## src/utf8d_pkg.sv

```systemverilog
// ----------------------------------------------------------------------------
// utf8d_pkg
// Shared types, constants and the lead byte classifier of the UTF-8 decoder.
// ----------------------------------------------------------------------------
package utf8d_pkg;

	localparam int unsigned CP_W        = 31;
	localparam int unsigned HELD_DEPTH  = 5;
	localparam int unsigned HELD_IDX_W  = 3;

	// Continuations a lead byte calls for; the two special codes sit outside 1..5.
	localparam logic [2:0] NEED_ASCII = 3'd0;
	localparam logic [2:0] NEED_STRAY = 3'd6;

	localparam logic [7:0] LEAD_ASCII_END = 8'h80;
	localparam logic [7:0] LEAD_2_START   = 8'hc2;
	localparam logic [7:0] LEAD_3_START   = 8'he0;
	localparam logic [7:0] LEAD_4_START   = 8'hf0;
	localparam logic [7:0] LEAD_5_START   = 8'hf8;
	localparam logic [7:0] LEAD_6_START   = 8'hfc;
	localparam logic [7:0] LEAD_6_END     = 8'hfe;
	localparam logic [1:0] CONT_TAG       = 2'b10;

	typedef enum logic {
		ST_IDLE,
		ST_REPLAY
	} state_t;

	typedef struct packed {
		logic [2:0] need;
		logic [6:0] payload;
	} lead_info_t;

	typedef struct packed {
		logic [7:0]      byte_value;
		logic [2:0]      rem;
		logic [CP_W-1:0] acc;
		logic            bad;
		logic            limited;
		logic [2:0]      avail;
	} step_req_t;

	typedef struct packed {
		logic            emit;
		logic [CP_W-1:0] code_point;
		logic            malformed;
		logic [2:0]      rem_n;
		logic [CP_W-1:0] acc_n;
		logic            bad_n;
	} step_res_t;

	function automatic lead_info_t classify(input logic [7:0] b);
		lead_info_t info;
		info.need    = NEED_STRAY;
		info.payload = '0;
		if (b < LEAD_ASCII_END) begin
			info.need    = NEED_ASCII;
			info.payload = b[6:0];
		end else if (b < LEAD_2_START) begin
			info.need    = NEED_STRAY;
		end else if (b < LEAD_3_START) begin
			info.need    = 3'd1;
			info.payload = {2'b00, b[4:0]};
		end else if (b < LEAD_4_START) begin
			info.need    = 3'd2;
			info.payload = {3'b000, b[3:0]};
		end else if (b < LEAD_5_START) begin
			info.need    = 3'd3;
			info.payload = {4'b0000, b[2:0]};
		end else if (b < LEAD_6_START) begin
			info.need    = 3'd4;
			info.payload = {5'b00000, b[1:0]};
		end else if (b < LEAD_6_END) begin
			info.need    = 3'd5;
			info.payload = {6'b000000, b[0]};
		end
		return info;
	endfunction

endpackage

```

## src/utf8d_byte_if.sv

```systemverilog
// ----------------------------------------------------------------------------
// utf8d_byte_if
// Byte channel into the decoder: one raw byte and an end-of-stream flag.
// ----------------------------------------------------------------------------
interface utf8d_byte_if;
	logic       valid;
	logic       ready;
	logic [7:0] byte_value;
	logic       end_of_stream;

	modport source (output valid, output byte_value, output end_of_stream, input ready);
	modport sink   (input valid, input byte_value, input end_of_stream, output ready);
endinterface

```

## src/utf8d_point_if.sv

```systemverilog
// ----------------------------------------------------------------------------
// utf8d_point_if
// Result channel out of the decoder: one code point with its status flags.
// ----------------------------------------------------------------------------
interface utf8d_point_if;
	logic        valid;
	logic        ready;
	logic [30:0] code_point;
	logic        malformed;
	logic        last_of_run;

	modport source (output valid, output code_point, output malformed, output last_of_run,
		input ready);
	modport sink   (input valid, input code_point, input malformed, input last_of_run,
		output ready);
endinterface

```

## src/utf8_byte_stream_decoder_unit.sv

```systemverilog
// ----------------------------------------------------------------------------
// utf8_byte_stream_decoder_unit
// UTF-8 decoder for the legacy form of up to six bytes per code point.
// ----------------------------------------------------------------------------
// byte_ch takes one byte per item with an end-of-stream flag. point_ch gives
// decoded code points; malformed marks a stray byte, a bad continuation or a
// truncated sequence, and last_of_run marks the final result of an input byte.
// A lead byte and its continuations give one result, on the last byte of the
// sequence; ASCII and stray bytes give one result each.
// The result is registered: point_ch.valid rises in the cycle after accept.
// In idle a byte is taken every cycle the output register is empty or draining.
// When the stream ends inside a sequence, the held continuation bytes are
// decoded again through the same step unit, one per cycle while the output
// register is free, after a malformed result for the lead; up to four are held,
// and byte_ch.ready stays low until the last result of the run is loaded.
// A stalled receiver holds the output register; byte_ch.ready then drops.
// Reset clears the sequence state, the output valid flag and the replay.
// ----------------------------------------------------------------------------
module utf8_byte_stream_decoder_unit (
	input  logic           clk,
	input  logic           arst_n,
	utf8d_byte_if.sink     byte_ch,
	utf8d_point_if.source  point_ch
);

	localparam logic [2:0] HELD_LIMIT = 3'(utf8d_pkg::HELD_DEPTH);

	utf8d_pkg::state_t    state_q, state_d;
	utf8d_pkg::step_req_t req;
	utf8d_pkg::step_res_t res;

	logic [2:0]                   rem_q;
	logic [utf8d_pkg::CP_W-1:0]   acc_q;
	logic                         bad_q;
	logic [7:0]                   held_q [utf8d_pkg::HELD_DEPTH];
	logic [utf8d_pkg::HELD_IDX_W-1:0] held_count_q;
	logic [utf8d_pkg::HELD_IDX_W-1:0] idx_q;

	logic                         out_valid_q;
	logic [utf8d_pkg::CP_W-1:0]   out_cp_q;
	logic                         out_mal_q;
	logic                         out_last_q;

	logic slot_free, accept, replay_on, replay_go, is_cont;
	logic start_replay, last_replay, load;

	assign slot_free    = !out_valid_q || point_ch.ready;
	assign accept       = byte_ch.valid && byte_ch.ready;
	assign replay_go    = replay_on && slot_free;
	assign is_cont      = rem_q != 3'd0;
	assign start_replay = accept && is_cont && byte_ch.end_of_stream && !res.emit;
	assign last_replay  = idx_q == (held_count_q - 3'd1);
	assign load         = (accept && (res.emit || start_replay)) || (replay_go && res.emit);

	always_comb begin
		req            = '0;
		req.rem        = rem_q;
		req.acc        = acc_q;
		req.bad        = bad_q;
		if (replay_on) begin
			req.byte_value = held_q[idx_q];
			req.limited    = 1'b1;
			req.avail      = held_count_q - 3'd1 - idx_q;
		end else begin
			req.byte_value = byte_ch.byte_value;
			req.limited    = byte_ch.end_of_stream;
			req.avail      = 3'd0;
		end
	end

	utf8d_step u_step (
		.req (req),
		.res (res)
	);

	// Next state
	always_comb begin
		state_d = state_q;
		unique case (state_q)
			utf8d_pkg::ST_IDLE: begin
				if (start_replay) state_d = utf8d_pkg::ST_REPLAY;
			end
			utf8d_pkg::ST_REPLAY: begin
				if (slot_free && last_replay) state_d = utf8d_pkg::ST_IDLE;
			end
			default: state_d = utf8d_pkg::ST_IDLE;
		endcase
	end

	// State outputs
	always_comb begin
		byte_ch.ready = 1'b0;
		replay_on     = 1'b0;
		unique case (state_q)
			utf8d_pkg::ST_IDLE:   byte_ch.ready = slot_free;
			utf8d_pkg::ST_REPLAY: replay_on     = 1'b1;
			default: begin
				byte_ch.ready = 1'b0;
				replay_on     = 1'b0;
			end
		endcase
	end

	always_ff @(posedge clk or negedge arst_n) begin
		if (!arst_n) begin
			state_q      <= utf8d_pkg::ST_IDLE;
			rem_q        <= '0;
			acc_q        <= '0;
			bad_q        <= 1'b0;
			held_count_q <= '0;
			idx_q        <= '0;
			out_valid_q  <= 1'b0;
		end else begin
			state_q <= state_d;
			if (load) begin
				out_valid_q <= 1'b1;
			end else if (point_ch.ready) begin
				out_valid_q <= 1'b0;
			end
			if (accept) begin
				if (byte_ch.end_of_stream) begin
					rem_q <= '0;
					acc_q <= '0;
					bad_q <= 1'b0;
				end else begin
					rem_q <= res.rem_n;
					acc_q <= res.acc_n;
					bad_q <= res.bad_n;
				end
				// The held count doubles as the replay length after a cut stream.
				if (is_cont && !res.emit) begin
					if (held_count_q < HELD_LIMIT) held_count_q <= held_count_q + 3'd1;
				end else begin
					held_count_q <= '0;
				end
				if (start_replay) idx_q <= '0;
			end else if (replay_go) begin
				idx_q <= idx_q + 3'd1;
				if (last_replay) begin
					rem_q        <= '0;
					acc_q        <= '0;
					bad_q        <= 1'b0;
					held_count_q <= '0;
				end else begin
					rem_q <= res.rem_n;
					acc_q <= res.acc_n;
					bad_q <= res.bad_n;
				end
			end
		end
	end

	always_ff @(posedge clk) begin
		if (accept && is_cont && held_count_q < HELD_LIMIT) begin
			held_q[held_count_q] <= byte_ch.byte_value;
		end
		if (load) begin
			out_cp_q   <= start_replay ? '0 : res.code_point;
			out_mal_q  <= start_replay ? 1'b1 : res.malformed;
			out_last_q <= replay_on ? last_replay : !start_replay;
		end
	end

	assign point_ch.valid       = out_valid_q;
	assign point_ch.code_point  = out_cp_q;
	assign point_ch.malformed   = out_mal_q;
	assign point_ch.last_of_run = out_last_q;

endmodule

```

## src/utf8d_step.sv

```systemverilog
// ----------------------------------------------------------------------------
// utf8d_step
// One decode step: classifies a lead byte or folds in a continuation byte.
// ----------------------------------------------------------------------------
module utf8d_step (
	input  utf8d_pkg::step_req_t req,
	output utf8d_pkg::step_res_t res
);

	utf8d_pkg::lead_info_t info;
	logic                  cont_bad;

	always_comb begin
		info     = utf8d_pkg::classify(req.byte_value);
		cont_bad = req.bad | (req.byte_value[7:6] != utf8d_pkg::CONT_TAG);
		res            = '0;
		res.rem_n      = req.rem;
		res.acc_n      = req.acc;
		res.bad_n      = req.bad;
		if (req.rem != 3'd0) begin
			res.bad_n = cont_bad;
			res.acc_n = {req.acc[utf8d_pkg::CP_W-7:0], req.byte_value[5:0]};
			res.rem_n = req.rem - 3'd1;
			if (req.rem == 3'd1) begin
				res.emit       = 1'b1;
				res.malformed  = cont_bad;
				res.code_point = cont_bad ? '0
					: {req.acc[utf8d_pkg::CP_W-7:0], req.byte_value[5:0]};
			end
		end else if (info.need == utf8d_pkg::NEED_ASCII) begin
			res.emit       = 1'b1;
			res.code_point = utf8d_pkg::CP_W'(info.payload);
		end else if (info.need == utf8d_pkg::NEED_STRAY
				|| (req.limited && info.need > req.avail)) begin
			// A stray byte, or a lead whose sequence cannot finish before the end.
			res.emit      = 1'b1;
			res.malformed = 1'b1;
		end else begin
			res.rem_n = info.need;
			res.acc_n = utf8d_pkg::CP_W'(info.payload);
			res.bad_n = 1'b0;
		end
	end

endmodule

```

## src/flat_wrapper.sv

```systemverilog
// flat-port wrapper written by rule: the top's interface ports become plain ports
module utf8_byte_stream_decoder_unit_flat 
  (clk, arst_n, byte_ch_valid, byte_ch_byte_value, byte_ch_end_of_stream, byte_ch_ready, point_ch_valid, point_ch_code_point, point_ch_malformed, point_ch_last_of_run, point_ch_ready);
  utf8d_byte_if byte_ch_i ();
  utf8d_point_if point_ch_i ();
  input  logic clk;
  input  logic arst_n;
  input wire logic [$bits(byte_ch_i.valid)-1:0] byte_ch_valid;
  input wire logic [$bits(byte_ch_i.byte_value)-1:0] byte_ch_byte_value;
  input wire logic [$bits(byte_ch_i.end_of_stream)-1:0] byte_ch_end_of_stream;
  output wire logic [$bits(byte_ch_i.ready)-1:0] byte_ch_ready;
  output wire logic [$bits(point_ch_i.valid)-1:0] point_ch_valid;
  output wire logic [$bits(point_ch_i.code_point)-1:0] point_ch_code_point;
  output wire logic [$bits(point_ch_i.malformed)-1:0] point_ch_malformed;
  output wire logic [$bits(point_ch_i.last_of_run)-1:0] point_ch_last_of_run;
  input wire logic [$bits(point_ch_i.ready)-1:0] point_ch_ready;
  assign byte_ch_i.valid = byte_ch_valid;
  assign byte_ch_i.byte_value = byte_ch_byte_value;
  assign byte_ch_i.end_of_stream = byte_ch_end_of_stream;
  assign byte_ch_ready = byte_ch_i.ready;
  assign point_ch_valid = point_ch_i.valid;
  assign point_ch_code_point = point_ch_i.code_point;
  assign point_ch_malformed = point_ch_i.malformed;
  assign point_ch_last_of_run = point_ch_i.last_of_run;
  assign point_ch_i.ready = point_ch_ready;
  utf8_byte_stream_decoder_unit u_core (.clk(clk), .arst_n(arst_n), .byte_ch(byte_ch_i), .point_ch(point_ch_i));
endmodule
```

## config.mk

```make
export PLATFORM = sky130hd
export DESIGN_NAME = utf8_byte_stream_decoder_unit_flat
export DESIGN_NICKNAME = d
export VERILOG_FILES = /design/src/utf8d_pkg.sv /design/src/utf8d_byte_if.sv /design/src/utf8d_point_if.sv /design/src/utf8_byte_stream_decoder_unit.sv /design/src/utf8d_step.sv /design/src/flat_wrapper.sv
export SDC_FILE = /design/constraint.sdc
export NUM_CORES = 1
export LEC_CHECK = 0
export ABC_AREA = 1
export BUFFER_PORTS_ARGS = -buffer_cell sky130_fd_sc_hd__clkbuf_2
export CAP_MARGIN = 20
export CORE_MARGIN = 4
export CORE_UTILIZATION = 55
export CTS_BUF_LIST = sky130_fd_sc_hd__clkbuf_16
export CTS_CLUSTER_SIZE = 8
export DETAILED_ROUTE_END_ITERATION = 10
export HOLD_SLACK_MARGIN = 0.1
export PLACE_DENSITY_LB_ADDON = 0.08
export SLEW_MARGIN = 30
export SYNTH_ARGS = -nofsm -noshare
export SYNTH_HDL_FRONTEND = slang
export SYNTH_HIERARCHICAL = 1
export SYNTH_SLANG_ARGS = --single-unit
```

## constraint.sdc

```tcl
create_clock -name clk -period 4.8 [get_ports clk]
set_clock_uncertainty 0.15 [all_clocks]
set_input_delay 0.24 -clock clk [delete_from_list [all_inputs] [get_ports clk]]
set_output_delay 0.24 -clock clk [all_outputs]
set_load 0.01 [all_outputs]
```

## Word level (Yosys, flattened, before mapping)

Memory sizes are Yosys's and may differ from the RTL's.
Index checks and enable logic that the tools add are counted.

- Add/sub/neg operators: 5
- $mul: 0
- Div/mod/pow operators: 0
- Magnitude comparators: 9
- Equality and inequality tests: 6
- Shift operators: 0
- Muxes and demuxes: 48
- Bitwise logic cells: 2
- Reductions and logical operators: 25

Operator list:

| cell | count |
|---|---|
| 31-bit 2-to-1 mux | 5 |
| 68-bit 2-to-1 mux | 1 |
| 8-bit less-than comparator (second input constant) | 7 |
| 10-bit 2-to-1 mux | 5 |
| 3-bit 2-to-1 mux | 13 |
| 36-bit 2-to-1 mux | 1 |
| 35-bit 2-to-1 mux | 1 |
| 33-bit 2-to-1 mux | 1 |
| 1-bit 2-to-1 mux | 15 |
| 7-bit 2-to-1 mux | 2 |
| 1-bit logical AND | 11 |
| 9-bit 2-to-1 mux | 1 |
| 8-bit 2-to-1 mux | 1 |
| 3-bit by 1-bit adder with 3-bit output (second input constant) | 2 |
| 2-bit nonzero test | 3 |
| 3-bit by 1-bit subtractor with 3-bit output (second input constant) | 2 |
| 1-bit logical OR | 4 |
| 4-bit 2-to-1 mux | 1 |
| 2-bit != test (second input constant) | 2 |
| 3-bit by 1-bit == test with 1-bit output (second input constant) | 1 |
| 3-bit == test | 1 |
| 3-bit == test (second input constant) | 1 |
| 3-bit greater-than comparator | 1 |
| 1-bit logical NOT | 3 |
| 10 further kinds | 10 |

- Register bits after elaboration: 76
- Latch bits: 0
- RAM bits: 40
- Bits in read-only memories: 0
- Bits of input ports: 13
- Output and inout bits: 35
- Word-level logic and storage cells: 106
- Memories: 1

Memories:

| name | words | bits a word | rd ports | clocked after memory_dff | wr ports | line | source |
|---|---|---|---|---|---|---|---|
| u_core.held_q | 5 | 8 | 1 | 0 | 1 | utf8_byte_stream_decoder_unit.sv:35 | `logic [7:0] held_q [utf8d_pkg::HELD_DEPTH];` |

## Depth between registers and ports, before layout

Gate-level depths: netlist of run 1.

- Word-level depth: 22
- Gate-level depth with buffers: 26
- Gate-level depth less buffers: 24

## Cells and area by module

Netlist of run 1, hierarchy kept.

Modules (own cells, without submodules):

| module | times used | cells each | area an instance (µm²) | seq. area each (µm²) |
|---|---|---|---|---|
| utf8_byte_stream_decoder_unit | 1 | 531 | 5335.1 | 3268.1 |
| utf8d_step | 1 | 216 | 1044.8 | 0.0 |

## Worst setup path before layout of run 1

OpenSTA, ideal clock, no wires.

- Path kind: register -> register
- Start: reg u_core/idx_q[0] in the netlist's numbering
- End: reg u_core.out_cp_q, in the netlist u_core/point_ch.code_point[0], enable pin
- Library setup time: 436 ps
- Arrival time: 4673 ps
- Required time: 4214 ps
- Path slack: -460 ps
- Stages on the path, launching flop included: 22
- Buffers on the path: 2
- Period minus slack after synthesis: 5260 ps
- Path through: dfrtp_1 -> inv_1 -> buf_2 -> nor2_1 -> o22ai_1 -> nand2_1 -> a21oi_1 -> nand2_1 -> inv_2 -> nand2_1 -> inv_1 -> a31oi_1 -> ha_1 -> nand2_1 -> o21ai_0 -> nand3_1 -> nand3_4 -> nand2_4 -> buf_4 -> nand2_1 -> inv_1 -> o22ai_1

RTL lines:

| element | line | source |
|---|---|---|
| from (decl) | utf8_byte_stream_decoder_unit.sv:37 | `logic [utf8d_pkg::HELD_IDX_W-1:0] idx_q;` |
| from (signal assigned) | utf8_byte_stream_decoder_unit.sv:138 | `idx_q <= idx_q + 3'd1;` |
| to (signal assigned) | utf8_byte_stream_decoder_unit.sv:158 | `out_cp_q <= start_replay ? '0 : res.code_point;` |
| to (decl) | utf8_byte_stream_decoder_unit.sv:40 | `logic [utf8d_pkg::CP_W-1:0] out_cp_q;` |

==> results.md, run 1 <==
* Gpl congestion at between 0.8 and 0.9
* Number of max-cap violations at 0
* Hold path endpoint: u_core/held_count_q[2]
* Area grow syn2layout at 11.4%
* Clock sinks at 110
* Layout cells sized above 1 at 0.209
* CORE AREA at around 11000 sq um
* Cell chain of the critical path: buf_4, o21ai_0, o22ai_1, nand2_1, a21oi_2, inv_1, nand3_1, nand2_1, inv_1, a31oi_1, ha_1, nand2_1, o21ai_0, nand3_1, nand3_4, nand2_4, nand2_1, inv_1, o22ai_4, buf_12
* Clock Path Buffers at 2
* Vias in the first global route at roughly 4500
* Cell family with most CP delay: compound AO/OA/AOI/OAI gates
* Antenna Cells at 0
* Avg Inst Size Synth at 8.64 sq um
* Clock Latency Late Sink at between 300 and 400 ps
* Number of cell rows at 37
* CTS tree: yes
* Full die area at between 10000 and 15000 sq um
* Power density cells at approximately 740 nW/um^2
* Final Hold Fails at 0
* Setup violators final at 0
* CP peak stage delay at approximately 480 ps
* Critical path endpoint category: register
* Filler cell count at just under 900
* Worst Reg-to-Reg Cells at 20
* Critical path's slowest cell: o22ai_4
* All-Layer GR Usage at 0.215
* Startpoint class of the critical path: register
* DR WL/cell at ~14 microns
* Max rail drop VDD at between 0.5 and 0.6 mV
* Setup TNS at 0 ps
* Worst r2r dst: u_core/point_ch.code_point[24]
* Status: complete, no violations
* Chip Width at 113 microns
* Post-DP HPWL at about 9000 microns
* Worst min path class: input pin to register
* Number of iterations in the first detailed-routing pass at 5
* Arrival time worst endpoint at about 4200 ps
* CP max FO at 21
* Initial cell density of the core at 0.574
* Cell area after synthesis at between 6000 and 7000 sq um
* Hold wc startpoint: byte_ch_valid
* # Post-CTS Setup Buffers at 0
* Crit Path Class: register to register
* Pleak at around 0.003 uW
* Vias per std cell at 5.22
* IO buf count at 47
* Largest net degree at the start of global routing at 61
* DR iter-0 viols at approximately 360
* H-tree depth at 3
* Placed cell count at 865
* Slew of the pin with the lowest slew margin at between 700 and 800 ps
* Period minus WS final at about 4300 ps
* Root Buffer: clkbuf_16
* CTS buffer count at 9
* CP bufs+invs at 5
* Fmax at between 200 and 250 MHz
* Reg2reg setup slack at 510 ps
* Cell mode on critical path: nand2_1
* Max-slew violations at 0
* Post-synthesis instance total at around 700
* Synthesized net count at 724
* Wirelength, routed at about 13000 microns
* Pre-CTS setup slack at 260 ps
* Clk slew on worst S/H paths at about 70 ps
* Final non-filler cell total at a little under 900
* Total number of vias at 4654
* Hold depth at 5
* Final Worst Setup Slack at ~500 ps
* Final cycle utilization of the critical path at 0.894
* Remaining global-route overflow at 0
* Worst Path Required at 4700 ps
* Residual DRC at 0
* Yosys Warn Count at 6
* Chip height at 113 microns
* Final #Nets at ~780
* Ports at 48
* Initial antenna violation count at 0
* RSZ-0062 raised after global routing: false
* Crit Reg-Reg Startpoint: u_core/idx_q[0]
* First-pass GRT wire length at between 20000 and 25000 microns
* Post-route ant nets at 0
* Rel. slew slack at 0.503
flip-flops by register name, indices dropped and copies added (netlist names):
signal,count
u_core/held_q,40
u_core/point_ch.malformed,1
u_core/rem_q,3
u_core/point_ch.valid,1
u_core/point_ch.last_of_run,1
u_core/acc_q,25
u_core/state_q,1
u_core/point_ch.code_point,31
u_core/held_count_q,3
u_core/idx_q,3
u_core/bad_q,1
report_power, final:
| group | switching [uW] | internal [uW] |
|---|---|---|
| combinational | 1830 | 913 |
| sequential | 173 | 1400 |
| clock | 326 | 343 |
routing by layer:
metal  global-route usage  wire length, microns  vias up
met1                0.322                  6310     2183
met4               0.0897                   291        0
met3               0.0321                   643       20
met5                    0                     0        -
li1                     -                     -     2305
met2                0.312                  5620      146
worst reg2reg max path, stage by stage, from the launching register on:
cell,delay [ps]
dfrtp_1,390
buf_4,240
o21ai_0,140
o22ai_1,170
nand2_1,90
a21oi_2,290
inv_1,110
nand3_1,180
nand2_1,100
inv_1,80
a31oi_1,130
ha_1,330
nand2_1,50
o21ai_0,150
nand3_1,220
nand3_4,240
nand2_4,60
nand2_1,60
inv_1,70
o22ai_4,480
buf_12,260
metrics by stage:
stage	util	power, uW	area, sq um	hold slack, ps
CTS	0.637	4960	6690	213
detailed placement	0.603	4270	6330	146
global placement	0.602	4180	6330	303
finish	0.640	4990	6730	232
floorplan	-	3680	6040	-206
global route	0.640	5420	6730	247
cell usage in the layout (no fill, tap or decap), drive strengths merged:
cell	n
nand2	168
nor2	132
inv	123
edfxtp	73
clkbuf	56
dfrtp	37
o21ai	32
o22ai	28
nand3	23
a21oi	19
buf	13
ha	11
dlygate4sd3	10
clkinv	4
clkinvlp	4
nand4	4
nor4	4
nor3	4
xor2	3
or2	3
nand3b	1
fa	1
a31oi	1
o31ai	1
layout make-up:
cell class | count | area, sq um | share of cell area
clock inverters | 7 | 33.8 | 0.00502
clock buffers | 9 | 225 | 0.0335
flip-flops and latches | 110 | 3120 | 0.464
well taps | 136 | 170 | 0.0253
multi-input cells | 435 | 2250 | 0.334
inverters | 124 | 483 | 0.0718
repair buffers | 70 | 448 | 0.0666
worst max path at each step:
| stage | start | to | cells after the start |
|---|---|---|---|
| 3_3_place_gp | u_core/idx_q[1] | u_core/point_ch.code_point[4] | 24 |
| 6_report | u_core/idx_q[0] | u_core/point_ch.code_point[24] | 20 |
| 5_1_grt | u_core/idx_q[0] | u_core/point_ch.code_point[3] | 24 |
| 3_5_place_dp | u_core/idx_q[0] | u_core/point_ch.code_point[3] | 24 |
| 4_1_cts | u_core/idx_q[0] | u_core/point_ch.code_point[3] | 24 |
| 2_1_floorplan | u_core/idx_q[0] | u_core/point_ch.code_point[0] | 21 |
timing repair:
item,4_1_cts,5_1_grt
gates resized for setup,0,11
setup endpoints to repair,0,53
hold buffers,10,0
hold endpoints to repair,78,0
Power figures use the tool's default switching activity.
==> run 2: changes to the inputs <==
--- a/config.mk
+++ b/config.mk
@@ -8,8 +8,10 @@
 export ABC_AREA = 1
 export BUFFER_PORTS_ARGS = -buffer_cell sky130_fd_sc_hd__clkbuf_2
 export CAP_MARGIN = 20
+export CELL_PAD_IN_SITES_DETAIL_PLACEMENT = 0
+export CELL_PAD_IN_SITES_GLOBAL_PLACEMENT = 1
 export CORE_MARGIN = 4
-export CORE_UTILIZATION = 55
+export CORE_UTILIZATION = 42
 export CTS_BUF_LIST = sky130_fd_sc_hd__clkbuf_16
 export CTS_CLUSTER_SIZE = 8
 export DETAILED_ROUTE_END_ITERATION = 10
==> run 2 against run 1 <==
  * Cell count rose by 5.3%
  * Setup slack got worse by 13 ps
  * Clock power increased by 3.4%
  * Die area is 29% higher
  * Non-clock buffer count increased by 3
  * Largest cell class unchanged
  * Register-to-register slack is essentially flat
  * Largest power group unchanged
  * Flip-flop and latch count did not move
  * Sequential share of layout area is 0.51 points lower
==> results.md, run 2 (same netlist as run 1, synthesis figures left out) <==
* Leading cell type in the layout, fill and taps excluded: nor2_1
* Hold depth at 5 (unchanged)
* Commonest cells after routing, fill and taps aside: nor2_1, inv_1, nand2_1
* Rel. slew slack at 0.488 (-0.0144)
* Hold_ws at 214 ps (-18.8 ps)
* Startpoint class of the critical path: register
* First-pass GRT wire length at 22600 microns (+3.7%)
* Status: complete, no violations
* Initial cell density of the core at 0.432 (-0.143)
* Pleak at 0.00296 uW (+0.57%)
* # Post-CTS Setup Buffers at 0 (unchanged)
* Max-slew violations at 0 (unchanged)
* Wirelength, routed at 13300 microns (+3.5%)
* IO buf count at 47 (unchanged)
* Root Buffer: clkbuf_16
* Chip Width at 128 microns (+13%)
* Worst Reg-to-Reg Cells at 22 (+10%)
* Setup TNS at 0 ps (unchanged)
* All-Layer GR Usage at 0.174 (-0.0406)
* Post-DP HPWL at 9100 microns (+4.1%)
* Final Hold Fails at 0 (unchanged)
* H-tree depth at 3 (unchanged)
* CORE AREA at 14000 sq um (+33%)
* Gpl congestion at 0.827 (-7.3%)
* DR iter-0 viols at 329 (-9.6%)
* Vias in the first global route at 4385 (-1.9%)
* Antenna Cells at 0 (unchanged)
* Setup violators final at 0 (unchanged)
* Post-route ant nets at 0 (unchanged)
* DR WL met2 at 5510 microns (-2.0%)
* Residual DRC at 0 (unchanged)
* Final #Nets at 778 (+0.39%)
* Number of iterations in the first detailed-routing pass at 5 (unchanged)
* Number of max-cap violations at 0 (unchanged)
* Total number of vias at 4556 (-2.1%)
* Layout cells sized above 1 at 0.211 (+0.00181)
* Max rail drop VDD at 0.582 mV (+0.75%)
* Remaining global-route overflow at 0 (unchanged)
* Reg with most FFs: u_core/held_q
* Area grow syn2layout at 12.7%
* CTS tree: yes
* DR WL/cell at 14.2 microns (-1.7%)
* Met1 WL at 7000 microns (+11%)
* Full die area at 16400 sq um (+29%)
* Clock Path Buffers at 2 (unchanged)
* Critical path endpoint category: register
* CP max FO at 29 (+38%)
* Number of flip-flops in the largest register at 40 (unchanged)
* Worst Path Required at 4770 ps (+70 ps)
* CTS buffer count at 9 (unchanged)
* Fmax at 232 MHz (-0.31%)
* Final cycle utilization of the critical path at 0.897 (+0.00276)
* Top Layer Used: met4
* Number of cell rows at 43 (+16%)
* Clk slew on worst S/H paths at 80 ps (about the same)
* DR WL met3 at 644 microns (+0.16%)
* Util after Layout at 0.486 (-0.154)
* Initial antenna violation count at 0 (unchanged)
* Period minus WS final at 4310 ps (+13.3 ps)
* Chip height at 128 microns (+13%)
* Crit Path Class: register to register
* Clock sinks at 110 (unchanged)
* Largest net degree at the start of global routing at 61 (unchanged)
* Ports at 48 (unchanged)
* Power density cells at 737 nW/um^2 (-0.50%)
* Vias per std cell at 4.86 (-7.0%)
* Arrival time worst endpoint at 4270 ps (+70 ps)
* Clock Latency Late Sink at 350 ps (about the same)
* Worst min path class: input pin to register
* Slew of the pin with the lowest slew margin at 763 ps (+21.5 ps)
* RSZ-0062 raised after global routing: false
-- run 2: critical path, cell delays in order (launching register included) --
cell and delay, ps:
dfrtp_2 510, clkinvlp_4 190, o21ai_0 100, o22ai_1 140, nand2_1 70, a21oi_1 310
buf_4 210, nand4_1 130, a31oi_1 310, ha_1 300, nand2_1 70, o21ai_0 70
nand3_1 200, nand3_4 190, nand2_4 100, nand2_1 50, inv_1 120, nand2_1 80
nor2_1 130, nand2_1 180, inv_6 240, buf_4 170, nor2_1 40
-- run 2: path summary, 6_finish.rpt --
check                                startpoint                             end  slack, ps
worst max-delay path            u_core/idx_q[1]  u_core/point_ch.code_point[28]        490
worst max register to register  u_core/idx_q[1]  u_core/point_ch.code_point[28]        490
max in group asynchronous                arst_n                 u_core/idx_q[1]       3760
min in group asynchronous                arst_n                u_core/acc_q[19]        330
worst min-delay path              byte_ch_valid          u_core/held_count_q[1]        210
worst min register to register  u_core/acc_q[4]                 u_core/acc_q[4]        340
-- run 2: per-stage QoR --
stage	cells	area [sq um]	worst slack, ps	total power, uW
after floorplan	699	6040	244	3680
after global placement	912	6400	406	4280
after detailed placement	912	6410	180	4320
after CTS	938	6780	155	5050
after global routing	938	6800	22.5	5490
final	938	6800	493	5020
-- run 2: power breakdown --
group	internal (uW)	switching (uW)	total, uW
registers	1400	172	1570
clock network	353	339	692
logic	921	1830	2750
total	2680	2340	5020
-- run 2: cell type report --
class / count / area, sq um
clock buffers: 9 / 225
flip-flops and latches: 110 / 3120
clock inverters: 7 / 50.0
inverters: 124 / 485
well taps: 180 / 225
repair buffers: 73 / 468
fillers: 1361 / 7190
multi-input cells: 435 / 2230
-- run 2: layer usage --
layer / track usage / vias up
met5: 0 / -
met4: 0.0549 / 0
met3: 0.0279 / 13
met2: 0.250 / 108
met1: 0.268 / 2108
li1: - / 2327
-- run 2: repair_timing --
action                     CTS  global route
hold buffers                10             0
hold endpoints to repair    78             0
setup endpoints to repair    0            54
resized for setup            0             7
